--- src/hdl/telemetry_frame_builder_crc8_defines.svh ---
// Assertion macros shared by the frame builder modules.
// The enclosing module must provide clk and rst_n.
`ifndef TELEMETRY_FRAME_BUILDER_CRC8_DEFINES_SVH
`define TELEMETRY_FRAME_BUILDER_CRC8_DEFINES_SVH

`ifndef NO_ASSERTIONS

`define TFB_ASSERT_IMP(lbl, ante, cons) \
    lbl: assert property (@(posedge clk) disable iff (!rst_n) (ante) |-> (cons)) \
        else $error("tfb assertion failed");

`define TFB_ASSERT_NXT(lbl, ante, cons) \
    lbl: assert property (@(posedge clk) disable iff (!rst_n) (ante) |=> (cons)) \
        else $error("tfb assertion failed");

`else

`define TFB_ASSERT_IMP(lbl, ante, cons)

`define TFB_ASSERT_NXT(lbl, ante, cons)

`endif

`endif

--- src/hdl/tfb_pkg.sv ---
package tfb_pkg;

    localparam int MAX_FRAME_BYTES_DEF = 64;
    localparam int CMD_DEPTH_DEF       = 4;

    localparam int       APB_ADDR_W       = 3;
    localparam int       APB_DATA_W       = 32;
    localparam logic     CFG_OUT_CAPACITY = 1'b0;
    localparam logic [6:0] OUT_CAPACITY_RST = 7'd64;

    localparam logic [7:0] CRC_POLY = 8'hD5;
    localparam logic [7:0] CRC_TOP  = 8'h80;

    typedef enum logic [2:0] {
        CMD_REJECT,
        CMD_HDR,
        CMD_HDR_LAST,
        CMD_PAY,
        CMD_PAY_LAST
    } kind_t;

    typedef struct packed {
        kind_t      kind;
        logic [7:0] addr;
        logic [7:0] len_byte;
        logic [7:0] ftype;
        logic [7:0] data;
        logic [7:0] crc;
    } cmd_t;

    // CRC-8, polynomial 0xD5, MSB first
    function automatic logic [7:0] crc8_step(input logic [7:0] crc, input logic [7:0] b);
        logic [7:0] c;
        c = crc ^ b;
        for (int i = 0; i < 8; i++) begin
            if ((c & CRC_TOP) != 8'd0)
                c = (c << 1) ^ CRC_POLY;
            else
                c = c << 1;
        end
        return c;
    endfunction

endpackage

--- src/hdl/tfb_front.sv ---
`include "telemetry_frame_builder_crc8_defines.svh"

module tfb_front #(
    parameter int MAX_FRAME_BYTES = tfb_pkg::MAX_FRAME_BYTES_DEF
) (
    input  logic          clk,
    input  logic          rst_n,
    input  logic          push,
    input  logic          fifo_full,
    input  logic [6:0]    out_capacity,
    input  logic          func,
    input  logic [7:0]    frame_address,
    input  logic [7:0]    frame_type,
    input  logic [7:0]    payload_length,
    input  logic [7:0]    payload_byte,
    output logic          cmd_wr,
    output tfb_pkg::cmd_t cmd_data
);

    typedef enum logic [2:0] {
        PH_IDLE  = 3'b001,
        PH_FRAME = 3'b010,
        PH_DROP  = 3'b100
    } phase_t;

    localparam logic [8:0] MAX_TOTAL = 9'(MAX_FRAME_BYTES);

    phase_t     phase_reg, phase_next;
    logic [7:0] remaining_reg, remaining_next;
    logic [7:0] crc_reg, crc_next;

    logic       accept;
    logic [8:0] total;
    logic       reject;
    logic [7:0] crc_type;
    logic [7:0] crc_pay;
    logic [7:0] rem_dec;

    assign accept   = push && !fifo_full;
    assign total    = {1'b0, payload_length} + 9'd4;
    assign reject   = ({2'b00, out_capacity} < total) || (total > MAX_TOTAL);
    assign crc_type = tfb_pkg::crc8_step(8'd0, frame_type);
    assign crc_pay  = tfb_pkg::crc8_step(crc_reg, payload_byte);
    assign rem_dec  = remaining_reg - 8'd1;

    always_comb
    begin
        phase_next        = phase_reg;
        remaining_next    = remaining_reg;
        crc_next          = crc_reg;
        cmd_wr            = 1'b0;
        cmd_data.kind     = tfb_pkg::CMD_PAY;
        cmd_data.addr     = frame_address;
        cmd_data.len_byte = payload_length + 8'd2;
        cmd_data.ftype    = frame_type;
        cmd_data.data     = payload_byte;
        cmd_data.crc      = crc_type;
        if (accept) begin
            if (func == 1'b0) begin
                cmd_wr = 1'b1;
                if (reject) begin
                    cmd_data.kind  = tfb_pkg::CMD_REJECT;
                    crc_next       = 8'd0;
                    remaining_next = payload_length;
                    phase_next     = (payload_length != 8'd0) ? PH_DROP : PH_IDLE;
                end
                else if (payload_length == 8'd0) begin
                    cmd_data.kind  = tfb_pkg::CMD_HDR_LAST;
                    crc_next       = 8'd0;
                    remaining_next = 8'd0;
                    phase_next     = PH_IDLE;
                end
                else begin
                    cmd_data.kind  = tfb_pkg::CMD_HDR;
                    crc_next       = crc_type;
                    remaining_next = payload_length;
                    phase_next     = PH_FRAME;
                end
            end
            else begin
                unique case (phase_reg)
                    PH_FRAME:
                    begin
                        cmd_wr         = 1'b1;
                        cmd_data.crc   = crc_pay;
                        remaining_next = rem_dec;
                        if (rem_dec == 8'd0) begin
                            cmd_data.kind = tfb_pkg::CMD_PAY_LAST;
                            crc_next      = 8'd0;
                            phase_next    = PH_IDLE;
                        end
                        else begin
                            cmd_data.kind = tfb_pkg::CMD_PAY;
                            crc_next      = crc_pay;
                        end
                    end
                    PH_DROP:
                    begin
                        remaining_next = rem_dec;
                        if (rem_dec == 8'd0)
                            phase_next = PH_IDLE;
                    end
                    default:
                    begin
                        // stray payload byte
                    end
                endcase
            end
        end
    end

    always_ff @(posedge clk or negedge rst_n)
    begin
        if (!rst_n) begin
            phase_reg     <= PH_IDLE;
            remaining_reg <= 8'd0;
            crc_reg       <= 8'd0;
        end
        else begin
            phase_reg     <= phase_next;
            remaining_reg <= remaining_next;
            crc_reg       <= crc_next;
        end
    end

    `TFB_ASSERT_IMP(a_idle_no_remaining, phase_reg == PH_IDLE, remaining_reg == 8'd0)
    `TFB_ASSERT_IMP(a_busy_has_remaining, phase_reg != PH_IDLE, remaining_reg != 8'd0)

endmodule

--- src/hdl/tfb_cmd_fifo.sv ---
`include "telemetry_frame_builder_crc8_defines.svh"

module tfb_cmd_fifo #(
    parameter int DEPTH = tfb_pkg::CMD_DEPTH_DEF
) (
    input  logic          clk,
    input  logic          rst_n,
    input  logic          wr_en,
    input  tfb_pkg::cmd_t wr_data,
    output logic          full,
    input  logic          rd_en,
    output tfb_pkg::cmd_t rd_data,
    output logic          empty
);

    localparam int PTR_W = (DEPTH > 1) ? $clog2(DEPTH) : 1;
    localparam int CNT_W = $clog2(DEPTH + 1);

    tfb_pkg::cmd_t    mem_reg [DEPTH];
    logic [PTR_W-1:0] wr_ptr_reg, wr_ptr_next;
    logic [PTR_W-1:0] rd_ptr_reg, rd_ptr_next;
    logic [CNT_W-1:0] count_reg, count_next;
    logic             do_wr;
    logic             do_rd;

    assign full    = (count_reg == CNT_W'(DEPTH));
    assign empty   = (count_reg == '0);
    assign do_wr   = wr_en && !full;
    assign do_rd   = rd_en && !empty;
    assign rd_data = mem_reg[rd_ptr_reg];

    always_comb
    begin
        wr_ptr_next = wr_ptr_reg;
        rd_ptr_next = rd_ptr_reg;
        count_next  = count_reg;
        if (do_wr)
            wr_ptr_next = (wr_ptr_reg == PTR_W'(DEPTH - 1)) ? '0 : wr_ptr_reg + 1'b1;
        if (do_rd)
            rd_ptr_next = (rd_ptr_reg == PTR_W'(DEPTH - 1)) ? '0 : rd_ptr_reg + 1'b1;
        if (do_wr && !do_rd)
            count_next = count_reg + 1'b1;
        else if (do_rd && !do_wr)
            count_next = count_reg - 1'b1;
    end

    always_ff @(posedge clk)
    begin
        if (do_wr)
            mem_reg[wr_ptr_reg] <= wr_data;
    end

    always_ff @(posedge clk or negedge rst_n)
    begin
        if (!rst_n) begin
            wr_ptr_reg <= '0;
            rd_ptr_reg <= '0;
            count_reg  <= '0;
        end
        else begin
            wr_ptr_reg <= wr_ptr_next;
            rd_ptr_reg <= rd_ptr_next;
            count_reg  <= count_next;
        end
    end

    `TFB_ASSERT_IMP(a_count_bound, 1'b1, count_reg <= CNT_W'(DEPTH))

endmodule

--- src/hdl/tfb_back.sv ---
`include "telemetry_frame_builder_crc8_defines.svh"

module tfb_back (
    input  logic          clk,
    input  logic          rst_n,
    input  logic          cmd_valid,
    input  tfb_pkg::cmd_t cmd,
    output logic          cmd_pop,
    input  logic          pop,
    output logic          empty,
    output logic [7:0]    out_byte,
    output logic          frame_end,
    output logic          status
);

    logic [1:0] step_reg, step_next;
    logic       out_valid_reg, out_valid_next;
    logic [7:0] out_byte_reg;
    logic       frame_end_reg;
    logic       status_reg;

    logic [1:0] last_step;
    logic       advance;
    logic [7:0] sel_byte;
    logic       sel_end;
    logic       sel_status;

    assign advance = cmd_valid && (!out_valid_reg || pop);
    assign cmd_pop = advance && (step_reg == last_step);

    always_comb
    begin
        unique case (cmd.kind)
            tfb_pkg::CMD_HDR:      last_step = 2'd2;
            tfb_pkg::CMD_HDR_LAST: last_step = 2'd3;
            tfb_pkg::CMD_PAY_LAST: last_step = 2'd1;
            default:               last_step = 2'd0;
        endcase
    end

    always_comb
    begin
        sel_byte   = cmd.data;
        sel_end    = 1'b0;
        sel_status = 1'b0;
        case (cmd.kind)
            tfb_pkg::CMD_REJECT:
            begin
                sel_byte   = 8'd0;
                sel_end    = 1'b1;
                sel_status = 1'b1;
            end
            tfb_pkg::CMD_HDR, tfb_pkg::CMD_HDR_LAST:
            begin
                case (step_reg)
                    2'd0:    sel_byte = cmd.addr;
                    2'd1:    sel_byte = cmd.len_byte;
                    2'd2:    sel_byte = cmd.ftype;
                    default:
                    begin
                        sel_byte = cmd.crc;
                        sel_end  = 1'b1;
                    end
                endcase
            end
            tfb_pkg::CMD_PAY_LAST:
            begin
                if (step_reg != 2'd0) begin
                    sel_byte = cmd.crc;
                    sel_end  = 1'b1;
                end
            end
            default:
            begin
                sel_byte = cmd.data;
            end
        endcase
    end

    always_comb
    begin
        step_next      = step_reg;
        out_valid_next = out_valid_reg;
        if (advance) begin
            out_valid_next = 1'b1;
            step_next      = cmd_pop ? 2'd0 : step_reg + 2'd1;
        end
        else if (pop) begin
            out_valid_next = 1'b0;
        end
    end

    always_ff @(posedge clk or negedge rst_n)
    begin
        if (!rst_n) begin
            step_reg      <= 2'd0;
            out_valid_reg <= 1'b0;
        end
        else begin
            step_reg      <= step_next;
            out_valid_reg <= out_valid_next;
        end
    end

    always_ff @(posedge clk)
    begin
        if (advance) begin
            out_byte_reg  <= sel_byte;
            frame_end_reg <= sel_end;
            status_reg    <= sel_status;
        end
    end

    assign empty     = !out_valid_reg;
    assign out_byte  = out_byte_reg;
    assign frame_end = frame_end_reg;
    assign status    = status_reg;

    `TFB_ASSERT_IMP(a_step_in_range, cmd_valid, step_reg <= last_step)
    `TFB_ASSERT_IMP(a_step_idle_zero, !cmd_valid, step_reg == 2'd0)
    `TFB_ASSERT_NXT(a_held_until_pop, out_valid_reg && !pop, out_valid_reg)

endmodule

--- src/hdl/telemetry_frame_builder_crc8.sv ---
// Telemetry frame builder with CRC-8 (poly 0xD5, init 0).
// Input queue side: present an item with push; it transfers when full is low.
//   func 0 = header (frame_address, frame_type, payload_length),
//   func 1 = payload byte. Items that produce no bytes still transfer.
// Result queue side: while empty is low, out_byte/frame_end/status hold the
//   oldest byte; it transfers on pop. A good header yields address, length,
//   type (plus CRC if the payload is empty); each payload byte yields itself,
//   and the last one also the CRC. A rejected header yields one status byte.
// The first byte of an item passes through the command queue and then the output register before it is visible.
// Throughput: one item per cycle is taken while the command queue has room;
//   the back end delivers one byte per cycle while pop keeps up, so an accepted
//   header yields three to four output bytes, a rejected header one, and a
//   payload byte one (two on the last).
// A receiver stall holds the output register; the command queue (CMD_DEPTH
//   entries) then fills and full rises.
// Reset clears the frame state and both queues; out_capacity returns to 64.
// APB: out_capacity at byte address 0, 7 bits, written in the access phase.
module telemetry_frame_builder_crc8 #(
    parameter int MAX_FRAME_BYTES = tfb_pkg::MAX_FRAME_BYTES_DEF,
    parameter int CMD_DEPTH       = tfb_pkg::CMD_DEPTH_DEF
) (
    input  logic                           clk,
    input  logic                           rst_n,
    input  logic                           push,
    output logic                           full,
    input  logic                           func,
    input  logic [7:0]                     frame_address,
    input  logic [7:0]                     frame_type,
    input  logic [7:0]                     payload_length,
    input  logic [7:0]                     payload_byte,
    output logic                           empty,
    input  logic                           pop,
    output logic [7:0]                     out_byte,
    output logic                           frame_end,
    output logic                           status,
    input  logic                           psel,
    input  logic                           penable,
    input  logic                           pwrite,
    input  logic [tfb_pkg::APB_ADDR_W-1:0] paddr,
    input  logic [tfb_pkg::APB_DATA_W-1:0] pwdata,
    output logic [tfb_pkg::APB_DATA_W-1:0] prdata,
    output logic                           pready
);

    logic [6:0]    out_capacity_reg;
    logic          cfg_wr;
    logic          cmd_wr;
    tfb_pkg::cmd_t cmd_wr_data;
    tfb_pkg::cmd_t cmd_rd_data;
    logic          cmd_empty;
    logic          cmd_pop;

    assign pready = 1'b1;
    assign cfg_wr = psel && penable && pwrite && (paddr[2] == tfb_pkg::CFG_OUT_CAPACITY);

    always_ff @(posedge clk or negedge rst_n)
    begin
        if (!rst_n)
            out_capacity_reg <= tfb_pkg::OUT_CAPACITY_RST;
        else if (cfg_wr)
            out_capacity_reg <= pwdata[6:0];
    end

    assign prdata = (paddr[2] == tfb_pkg::CFG_OUT_CAPACITY) ?
                    {{(tfb_pkg::APB_DATA_W - 7){1'b0}}, out_capacity_reg} : '0;

    tfb_front #(
        .MAX_FRAME_BYTES(MAX_FRAME_BYTES)
    ) u_front (
        .clk            (clk),
        .rst_n          (rst_n),
        .push           (push),
        .fifo_full      (full),
        .out_capacity   (out_capacity_reg),
        .func           (func),
        .frame_address  (frame_address),
        .frame_type     (frame_type),
        .payload_length (payload_length),
        .payload_byte   (payload_byte),
        .cmd_wr         (cmd_wr),
        .cmd_data       (cmd_wr_data)
    );

    tfb_cmd_fifo #(
        .DEPTH(CMD_DEPTH)
    ) u_cmd_fifo (
        .clk     (clk),
        .rst_n   (rst_n),
        .wr_en   (cmd_wr),
        .wr_data (cmd_wr_data),
        .full    (full),
        .rd_en   (cmd_pop),
        .rd_data (cmd_rd_data),
        .empty   (cmd_empty)
    );

    tfb_back u_back (
        .clk       (clk),
        .rst_n     (rst_n),
        .cmd_valid (!cmd_empty),
        .cmd       (cmd_rd_data),
        .cmd_pop   (cmd_pop),
        .pop       (pop),
        .empty     (empty),
        .out_byte  (out_byte),
        .frame_end (frame_end),
        .status    (status)
    );

endmodule
--- config.mk ---
export PLATFORM = sky130hd
export DESIGN_NAME = telemetry_frame_builder_crc8
export DESIGN_NICKNAME = d
export VERILOG_FILES = /design/src/hdl/tfb_pkg.sv /design/src/hdl/tfb_front.sv /design/src/hdl/tfb_cmd_fifo.sv /design/src/hdl/tfb_back.sv /design/src/hdl/telemetry_frame_builder_crc8.sv
export VERILOG_INCLUDE_DIRS = /design/src /design/src/hdl
export SDC_FILE = /design/constraint.sdc
export NUM_CORES = 1
export LEC_CHECK = 0
export ABC_AREA = 1
export BUFFER_PORTS_ARGS = -buffer_cell sky130_fd_sc_hd__buf_2
export CAP_MARGIN = 0
export CORE_UTILIZATION = 60
export CTS_CLUSTER_SIZE = 12
export DETAILED_ROUTE_END_ITERATION = 10
export HOLD_SLACK_MARGIN = 0.1
export PLACE_DENSITY = 0.81
export RECOVER_POWER = 50
export SETUP_SLACK_MARGIN = 0.3
export SYNTH_ARGS = -nofsm -noshare
export SYNTH_HDL_FRONTEND = slang
export SYNTH_SLANG_ARGS = --single-unit
--- constraint.sdc ---
create_clock -name clk -period 5.5 [get_ports clk]
set_input_delay 1.1 -clock clk [delete_from_list [all_inputs] [get_ports clk]]
set_output_delay 1.1 -clock clk [all_outputs]
set_load 0.1 [all_outputs]
# Yosys cells after proc, flatten, opt, wreduce, memory -nomap -nowiden
# Memories as Yosys holds them, arrays and structs flattened.
# Cells that the tools add are included.
dict set report op_classes {
  add_sub_neg 8
  n_lt_le_gt_ge 2
  eq_ne 14
  n_mux 61
  n_bitwise 18
  reduce_logical 32
}
# operator count
set ops {}
lappend ops {{8-bit two-way mux} 29}
lappend ops {{5-bit inverter} 16}
lappend ops {{8-bit case mux with 3 select lines} 2}
lappend ops {{3-bit two-way mux} 11}
lappend ops {{8-bit zero test} 2}
lappend ops {{2-bit two-way mux} 6}
lappend ops {{1-bit logical AND} 10}
lappend ops {{1-bit two-way mux} 10}
lappend ops {{8-bit by 3-bit adder with 9-bit output (second input constant)} 1}
lappend ops {{3-bit equality test (second input constant)} 3}
lappend ops {{9-bit by 7-bit > comparator with 1-bit output (second input constant)} 1}
lappend ops {{7-bit by 9-bit less-than comparator with 1-bit output} 1}
lappend ops {{8-bit by 2-bit adder with 8-bit output (second input constant)} 1}
lappend ops {{8-bit nonzero test} 1}
lappend ops {{8-bit by 1-bit subtractor with 8-bit output (second input constant)} 1}
lappend ops {{8-bit bitwise XOR} 1}
lappend ops {{7-bit two-way mux} 1}
lappend ops {{2-bit by 1-bit adder with 2-bit output (second input constant)} 3}
lappend ops {{2-bit equality test (second input constant)} 3}
lappend ops {{3-bit by 2-bit equality test with 1-bit output (second input constant)} 2}
lappend ops {{3-bit zero test} 2}
lappend ops {{2-bit case mux with 3 select lines} 1}
lappend ops {{2-bit nonzero test} 3}
lappend ops {{1-bit zero test} 5}
lappend ops {{other kinds (15)} 19}
dict set report totals {
  register_bits 46
  mem_bits_rw 172
  input_bits 75
  output_inout_bits 45
  memories 1
}
# memory depth word_bits read_ports rd_clocked_by_memory_dff write_ports line
set mem_list {}
lappend mem_list {u_cmd_fifo.mem_reg 4 43 1 0 1 tfb_cmd_fifo.sv:19} ;# tfb_pkg::cmd_t mem_reg [DEPTH];

# Logic depth before layout (Yosys ltp)
# Gate-level depths: netlist of the first run.
dict set report logic_depth {
  depth_word 20
  depth_mapped 18
  mapped_depth_nobuf 18
}

# By module
# Synthesis of the first run repeated with hierarchy kept, for this count alone.
dict set report hier_totals {
  hier_cells 1202
  hier_area_um2 11395.9
}
# module n_inst cells_each area_per_inst_um2 seq_area_each_um2
set modules_own_cells {}
lappend modules_own_cells {tfb_cmd_fifo 1 562 7225.7 5340.1}
lappend modules_own_cells {tfb_front 1 427 2543.7 476.7}
lappend modules_own_cells {tfb_back 1 136 1049.8 375.4}
lappend modules_own_cells {telemetry_frame_builder_crc8 1 77 576.8 176.4}

# Worst setup path before layout of the first run
# OpenSTA, ideal clock, no wires.
dict set report synth_timing {
  path_kind {input-to-reg}
  start {input port push}
  end {memory u_cmd_fifo.mem_reg[0][0] in the netlist's numbering, enable pin}
  setup_time_ps 444
  arrival_time_ps 3291
  path_slack_ps 1766
  path_stages 5
  cell_sequence {o21ai_2 > inv_1 > nand2_1 > clkbuf_1 > nor2_1}
}
dict set report synth_via {
  elab_chain_len 5
}
# element line
set synth_lines {}
lappend synth_lines {{start, declared} telemetry_frame_builder_crc8.sv:24} ;# input logic push,
lappend synth_lines {{1-bit logical AND} tfb_front.sv:39} ;# assign accept = push && !fifo_full;
lappend synth_lines {{1-bit two-way mux} tfb_front.sv:58} ;# if (accept) begin
lappend synth_lines {{1-bit logical AND} tfb_cmd_fifo.sv:28} ;# assign do_wr = wr_en && !full;
lappend synth_lines {{1-bit two-way mux} tfb_cmd_fifo.sv:49} ;# if (do_wr)
lappend synth_lines {{1-bit two-way mux (implied by the code)} tfb_cmd_fifo.sv:50} ;# mem_reg[wr_ptr_reg] <= wr_data;
lappend synth_lines {{end, declared} tfb_cmd_fifo.sv:19}
# Every way passes these cells.

# Worst setup path in the final report of the first run
dict set report layout_timing {
  start {input port func}
  end {memory u_cmd_fifo.mem_reg[1][26] in the netlist's numbering, enable pin}
}
dict set report layout_via {
  elab_chain_len 5
}
# element line
set layout_lines {}
lappend layout_lines {{start, declared} telemetry_frame_builder_crc8.sv:26} ;# input logic func,
lappend layout_lines {{1-bit two-way mux} tfb_front.sv:59} ;# if (func == 1'b0) begin
lappend layout_lines {{1-bit two-way mux} tfb_front.sv:58}
lappend layout_lines {{1-bit logical AND} tfb_cmd_fifo.sv:28}
lappend layout_lines {{1-bit two-way mux} tfb_cmd_fifo.sv:49}
lappend layout_lines {{1-bit two-way mux (implied by the code)} tfb_cmd_fifo.sv:50}
# Every way passes these cells.

==> out/qor.csv, run 1 <==
metric,value,unit
outcome,"complete, but fails checks",
violations,"capacitance limit, slew limit",
layout_min_cycle_time,4.126,ns
pwr-share-seq,34.1,%
cp.arrival,4.32,ns
finalWeightedCongestion,0.8840,
critical_path_class,in2reg,
start_kind,primary input,
cts_tree,done,
clockBufferDepth,3,
fmax,242.4,MHz
rsz0062_at_grt,no,
p_sw,2.925,mW
core_area,17420,µm²
hold_class,reg2reg,
leakagePower,4.823,nW
synth_edf_count,182,
drt_iter0_drc,989,
post-cts-setup-buffer-count,0,
layout_common_cells,"nand2_1, edfxtp_1, nand3_1",
dp_hpwl,15420,µm
clk_pin_slew,0.05,ns
cp_max_fo,26,
die_h,135.8,µm
area_delta_synth_final,10.07,%
drv_cap,3,
die_w,135.8,µm
ys_seq_elements,218,
grt_max_degree,88,
io_pins,120,
drtPass1Iterations,5,
pwr-share-clk,22.6,%
tightest_slew,2.389,ns
avgViaCountPerCell,5.680,
fin_crit_sh,75.02,%
final_common_cell,nand2_1,
num_vias,7889,
setup_viol,0,
cts_resized,0,
ant_nets,0,
port_buffers,66,
ys_warn_count,0,
end_kind,register,
total_power,6.787,mW
cts_root_buffer,clkbuf_16,
clock_latency,0.53,ns
async_reset_ff_share,16.51,%
post-route-drc-count,0,
synth_cell_types,49,
slew_viol_final,85,
required,5.69,ns
drive_above_1_share,7.818,%
grt_pass1_wl,37430,µm
slew_headroom,-59.87,%
num_rows,48,
finalHoldViolCount,0,
fill_cells,1308,
hold_buffers,0,
grt_pass1_vias,7451,
setup_tns,0,ns
largest_register_ffs,172,
peakVddDrop,540.4,µV
dieArea,18440,µm²
synth_area,10740,µm²
pwr-share-comb,43.2,%
start_util,61.68,%
antenna_found_initial,0,
skew,0.01633,ns
synth-seq-area-share,59.28,%
ys.flop_type,edfxtp_1,
cts_buffers,23,
power_density,574.0,nW/µm²
overflow,0,
track_usage,26.37,%
p_int,3.862,mW
clkSinkCount,218,
n_antenna_cell,0,
avgSynthCellArea,9.847,µm²
final_nets,1244,
synthCells,1091,
htreeDepth,1,
totalWireLength,23390,µm
swShare,43.10,%
wl_per_cell,16.84,µm
## worst max-delay path: stages
cell	delay (ns)
clkbuf_1	0.25
nand2_1	0.14
nand2_1	0.37
nor2_1	1.91
buf_4	0.54
## final timing paths
kind	startpoint	to	slack [ns]	cells after the start
max	func	u_cmd_fifo.mem_reg[1][26]$_DFFE_PP_	1.37	5
min	out_capacity_reg[6]$_DFFE_PN1P_	out_capacity_reg[6]$_DFFE_PN1P_	0.49	2
max reg2reg	u_front.phase_reg[2]$_DFFE_PN0P_	u_cmd_fifo.mem_reg[1][26]$_DFFE_PP_	1.64	6
min reg2reg	out_capacity_reg[6]$_DFFE_PN1P_	out_capacity_reg[6]$_DFFE_PN1P_	0.49	2
max in group asynchronous	rst_n	u_cmd_fifo.rd_ptr_reg[0]$_DFFE_PN0P_	2.99	1
min in group asynchronous	rst_n	u_back.step_reg[1]$_DFFE_PN0P_	1.15	1
## cells in the mapped netlist, types with 3 or more instances
master	n	share of area, %
a21oi_1	52	2.4
a32o_1	8	0.75
buf_4	26	1.8
buf_6	4	0.42
clkbuf_1	31	1.1
dfrtp_1	34	7.9
edfxtp_1	182	51
ha_1	21	2.4
inv_1	86	3.0
inv_2	6	0.21
nand2_1	261	9.1
nand2_2	8	0.47
nand3_1	96	4.5
nand4_1	4	0.23
nor2_1	93	3.2
nor3_1	4	0.19
o211ai_1	3	0.21
o21ai_0	82	3.8
o22ai_1	26	1.5
xnor2_1	7	0.57
xnor3_1	3	0.63
xor2_1	22	1.8
## layer usage
layer  vias up  track usage, %  part of all wire [%]
met2       343           43.00                    48
met1      3719           36.09                    41
met3        51           3.729                   7.6
met4         0           9.800                   3.1
met5         -               0                     0
li1       3776               -                     -
## final cells by class
type / count / area, µm² / area share, %
clock inverter: 4 / 85.08 / 0.7195
sequential: 218 / 6370 / 53.87
clock buffer: 38 / 661.9 / 5.597
timing repair buffer: 73 / 331.6 / 2.804
tap: 225 / 281.5 / 2.381
multi-input combinational: 737 / 3740 / 31.63
inverter: 94 / 355.3 / 3.005
## stage by stage
stage	cell area, µm²	setup slack (ns)	cells	util (%)	hold slack, ns
finish	11830	1.374	1389	67.90	0.4940
global route	11830	1.114	1389	67.90	0.5228
CTS	11900	1.967	1389	68.30	0.4989
detailed placement	11150	1.848	1347	64.02	0.4906
global placement	11150	1.911	1347	64.02	0.4718
floorplan	10830	1.766	1115	-	0.4530
## power by group through the flow
stage | clock network, mW | logic (mW) | registers [mW]
floorplan | 0 | 2.05 | 2.56
global placement | 0 | 2.83 | 2.33
detailed placement | 0 | 2.92 | 2.34
CTS | 1.55 | 2.94 | 2.31
global route | 1.60 | 3.23 | 2.35
finish | 1.54 | 2.93 | 2.32
## cell families (layout without fill, tap and decap cells)
family | Yosys count | after routing | share of synthesized area, %
adder cells (fa/ha/maj) | 22 | 22 | 2.632
buffers and inverters | 160 | 209 | 6.837
XOR/XNOR | 33 | 33 | 3.145
AND/OR/NAND/NOR | 475 | 475 | 18.55
AO/OA/AOI/OAI | 179 | 179 | 9.283
multiplexers | 2 | 2 | 0.1980
flip-flops | 218 | 218 | 59.28
other | 2 | 26 | 0.06991
(Power assumes the default switching activity.)
==> inputs of run 2 (changes only) <==
CORE_UTILIZATION = 59   (was 60)
PLACE_DENSITY = 0.8   (was 0.81)
clock period = 4.25 ns   (was 5.5 ns; I/O delays follow)
==> out/qor.csv, run 2 (synthesis gave the netlist of run 1 again) <==
metric,value,unit,change
outcome,"complete, but fails checks",,
violations,"capacitance limit, slew limit",,
final_nets,1249,,+0.40%
crit_buf_inv,4,,+2
top_usage_layer,met2,,
peakVddDrop,725.0,µV,+34%
track_usage,25.95,%,-0.42 points
grt_pass1_vias,7422,,-0.39%
setup_viol,0,,unchanged
avgViaCountPerCell,5.713,,+0.59%
start_util,61.26,%,-0.42 points
grt_pass1_wl,36840,µm,-1.6%
finalHoldViolCount,0,,unchanged
clk_pin_slew,0.06,ns,about the same
tightest_slew,2.062,ns,-0.3269 ns
die_h,136.9,µm,+0.83%
grt_max_degree,65,,-26%
critical-path-top-delay-family,buffers and inverters,,
post-route-drc-count,0,,unchanged
cp.arrival,3.92,ns,-0.40 ns
drv_cap,1,,-2
die_w,136.9,µm,+0.83%
ant_nets,0,,unchanged
holdPathStages,2,,unchanged
clkSinkCount,218,,unchanged
slew_headroom,-37.48,%,+22 points
skew,0.01176,ns,-0.004569 ns
drtPass1Iterations,5,,unchanged
antenna_found_initial,0,,unchanged
drt_iter0_drc,835,,-16%
n_antenna_cell,0,,unchanged
fmax,282.7,MHz,
final_common_cell,nand2_1,,
setup_tns,0,ns,unchanged
crit_chain,or2_2 -> o21ai_0 -> inv_1 -> nand2_1 -> clkbuf_1 -> inv_1 -> ha_1 -> inv_1 -> fa_1 -> mux2_2,,
clockBufferDepth,3,,unchanged
cp_slowest_cell,clkbuf_1,,
finalWeightedCongestion,0.9105,,+3.0%
cp_max_fo,15,,-42%
io_pins,120,,unchanged
leakagePower,4.827,nW,about the same
cts_root_buffer,clkbuf_16,,
cts_tree,done,,
place_area,11190,µm²,+0.34%
use_met3,3.593,%,-0.14 points
design_area,11780,µm²,-0.38%
area_delta_synth_final,9.655,%,
worst-r2r-cell-count,10,,+4
critical_path_class,reg2reg,,
end_kind,register,,
post-cts-setup-buffer-count,0,,unchanged
required,4.64,ns,-1.05 ns
num_rows,48,,unchanged
dp_hpwl,15620,µm,+1.3%
largest_register_ffs,172,,unchanged
hold_buffers,0,,unchanged
overflow,0,,unchanged
totalWireLength,23540,µm,+0.61%
start_kind,register,,
layout_common_cells,"nand2_1, edfxtp_1, nand3_1",,
crit_top_cell,inv_1,,
slew_viol_final,37,,-56%
rsz0062_at_grt,no,,
num_vias,7924,,+0.44%
cts_resized,0,,unchanged
dieArea,18750,µm²,+1.7%
port_buffers,66,,unchanged
drive_above_1_share,8.778,%,+0.96 points
cts_buffers,23,,unchanged
hold_class,reg2reg,,
layout_min_cycle_time,3.537,ns,
core_area,17540,µm²,+0.69%
clock_latency,0.50,ns,-0.03 ns
wl_per_cell,16.97,µm,+0.76%
crit_cells,10,,+5
met2_usage,43.35,%,+0.35 points
htreeDepth,1,,unchanged
slowest_delay,0.65,ns,-1.26 ns
fin_crit_sh,83.23,%,
power_density,732.7,nW/µm²,+28%
grtUsageMet1,35.26,%,-0.83 points
-- run 2: layer usage --
metal	routed length [µm]	share of wire, %
met4	584	2.5
met3	1750	7.4
met2	11340	48
met1	9857	42
met5	0	0
-- run 2: worst register-to-register path, cell delays in order (launching register included) --
cell and delay (ns):
dfrtp_1 0.42, or2_2 0.32, o21ai_0 0.35, inv_1 0.07, nand2_1 0.06, clkbuf_1 0.65, inv_1 0.46, ha_1 0.32
inv_1 0.09, fa_1 0.42, mux2_2 0.27
-- run 2: stage by stage --
step / power (mW) / setup WS [ns] / hold WS (ns) / util [%] / cells
after floorplan: 5.968 / 0.7656 / 0.4530 / - / 1115
after global placement: 6.707 / 0.8933 / 0.4716 / 63.79 / 1352
after detailed placement: 6.845 / 0.8604 / 0.4822 / 63.79 / 1352
after CTS: 8.641 / 1.015 / 0.4754 / 67.54 / 1387
after global routing: 9.135 / 0.4508 / 0.5167 / 67.17 / 1387
final: 8.631 / 0.7129 / 0.4964 / 67.17 / 1387
-- run 2: worst paths after layout --
| path | start | end | slack, ns |
|---|---|---|---|
| min in group asynchronous | rst_n | out_capacity_reg[5]$_DFFE_PN0P_ | 0.94 |
| min | u_front.phase_reg[1]$_DFFE_PN0P_ | u_front.phase_reg[1]$_DFFE_PN0P_ | 0.50 |
| min reg2reg | u_front.phase_reg[1]$_DFFE_PN0P_ | u_front.phase_reg[1]$_DFFE_PN0P_ | 0.50 |
| max in group asynchronous | rst_n | u_cmd_fifo.rd_ptr_reg[0]$_DFFE_PN0P_ | 1.98 |
| max | u_cmd_fifo.count_reg[0]$_DFFE_PN0P_ | u_cmd_fifo.count_reg[1]$_DFFE_PN0P_ | 0.71 |
| max reg2reg | u_cmd_fifo.count_reg[0]$_DFFE_PN0P_ | u_cmd_fifo.count_reg[1]$_DFFE_PN0P_ | 0.71 |
-- run 2: where the power goes --
part           switching, mW  internal, mW  total [mW]  leakage, nW
registers              0.175          2.79        2.97         2.07
logic                   2.83          1.04        3.87         2.44
clock network          0.753          1.04        1.79        0.317
total                   3.75          4.88        8.63         4.83
-- run 2: cell type report --
type	count	area (µm²)
clock buffers	28	594.3
clock inverters	7	62.56
flip-flops and latches	218	6370
repair buffers	78	367.9
inverters	94	355.3
well taps	225	281.5
multi-input cells	737	3749
fillers	1325	5757
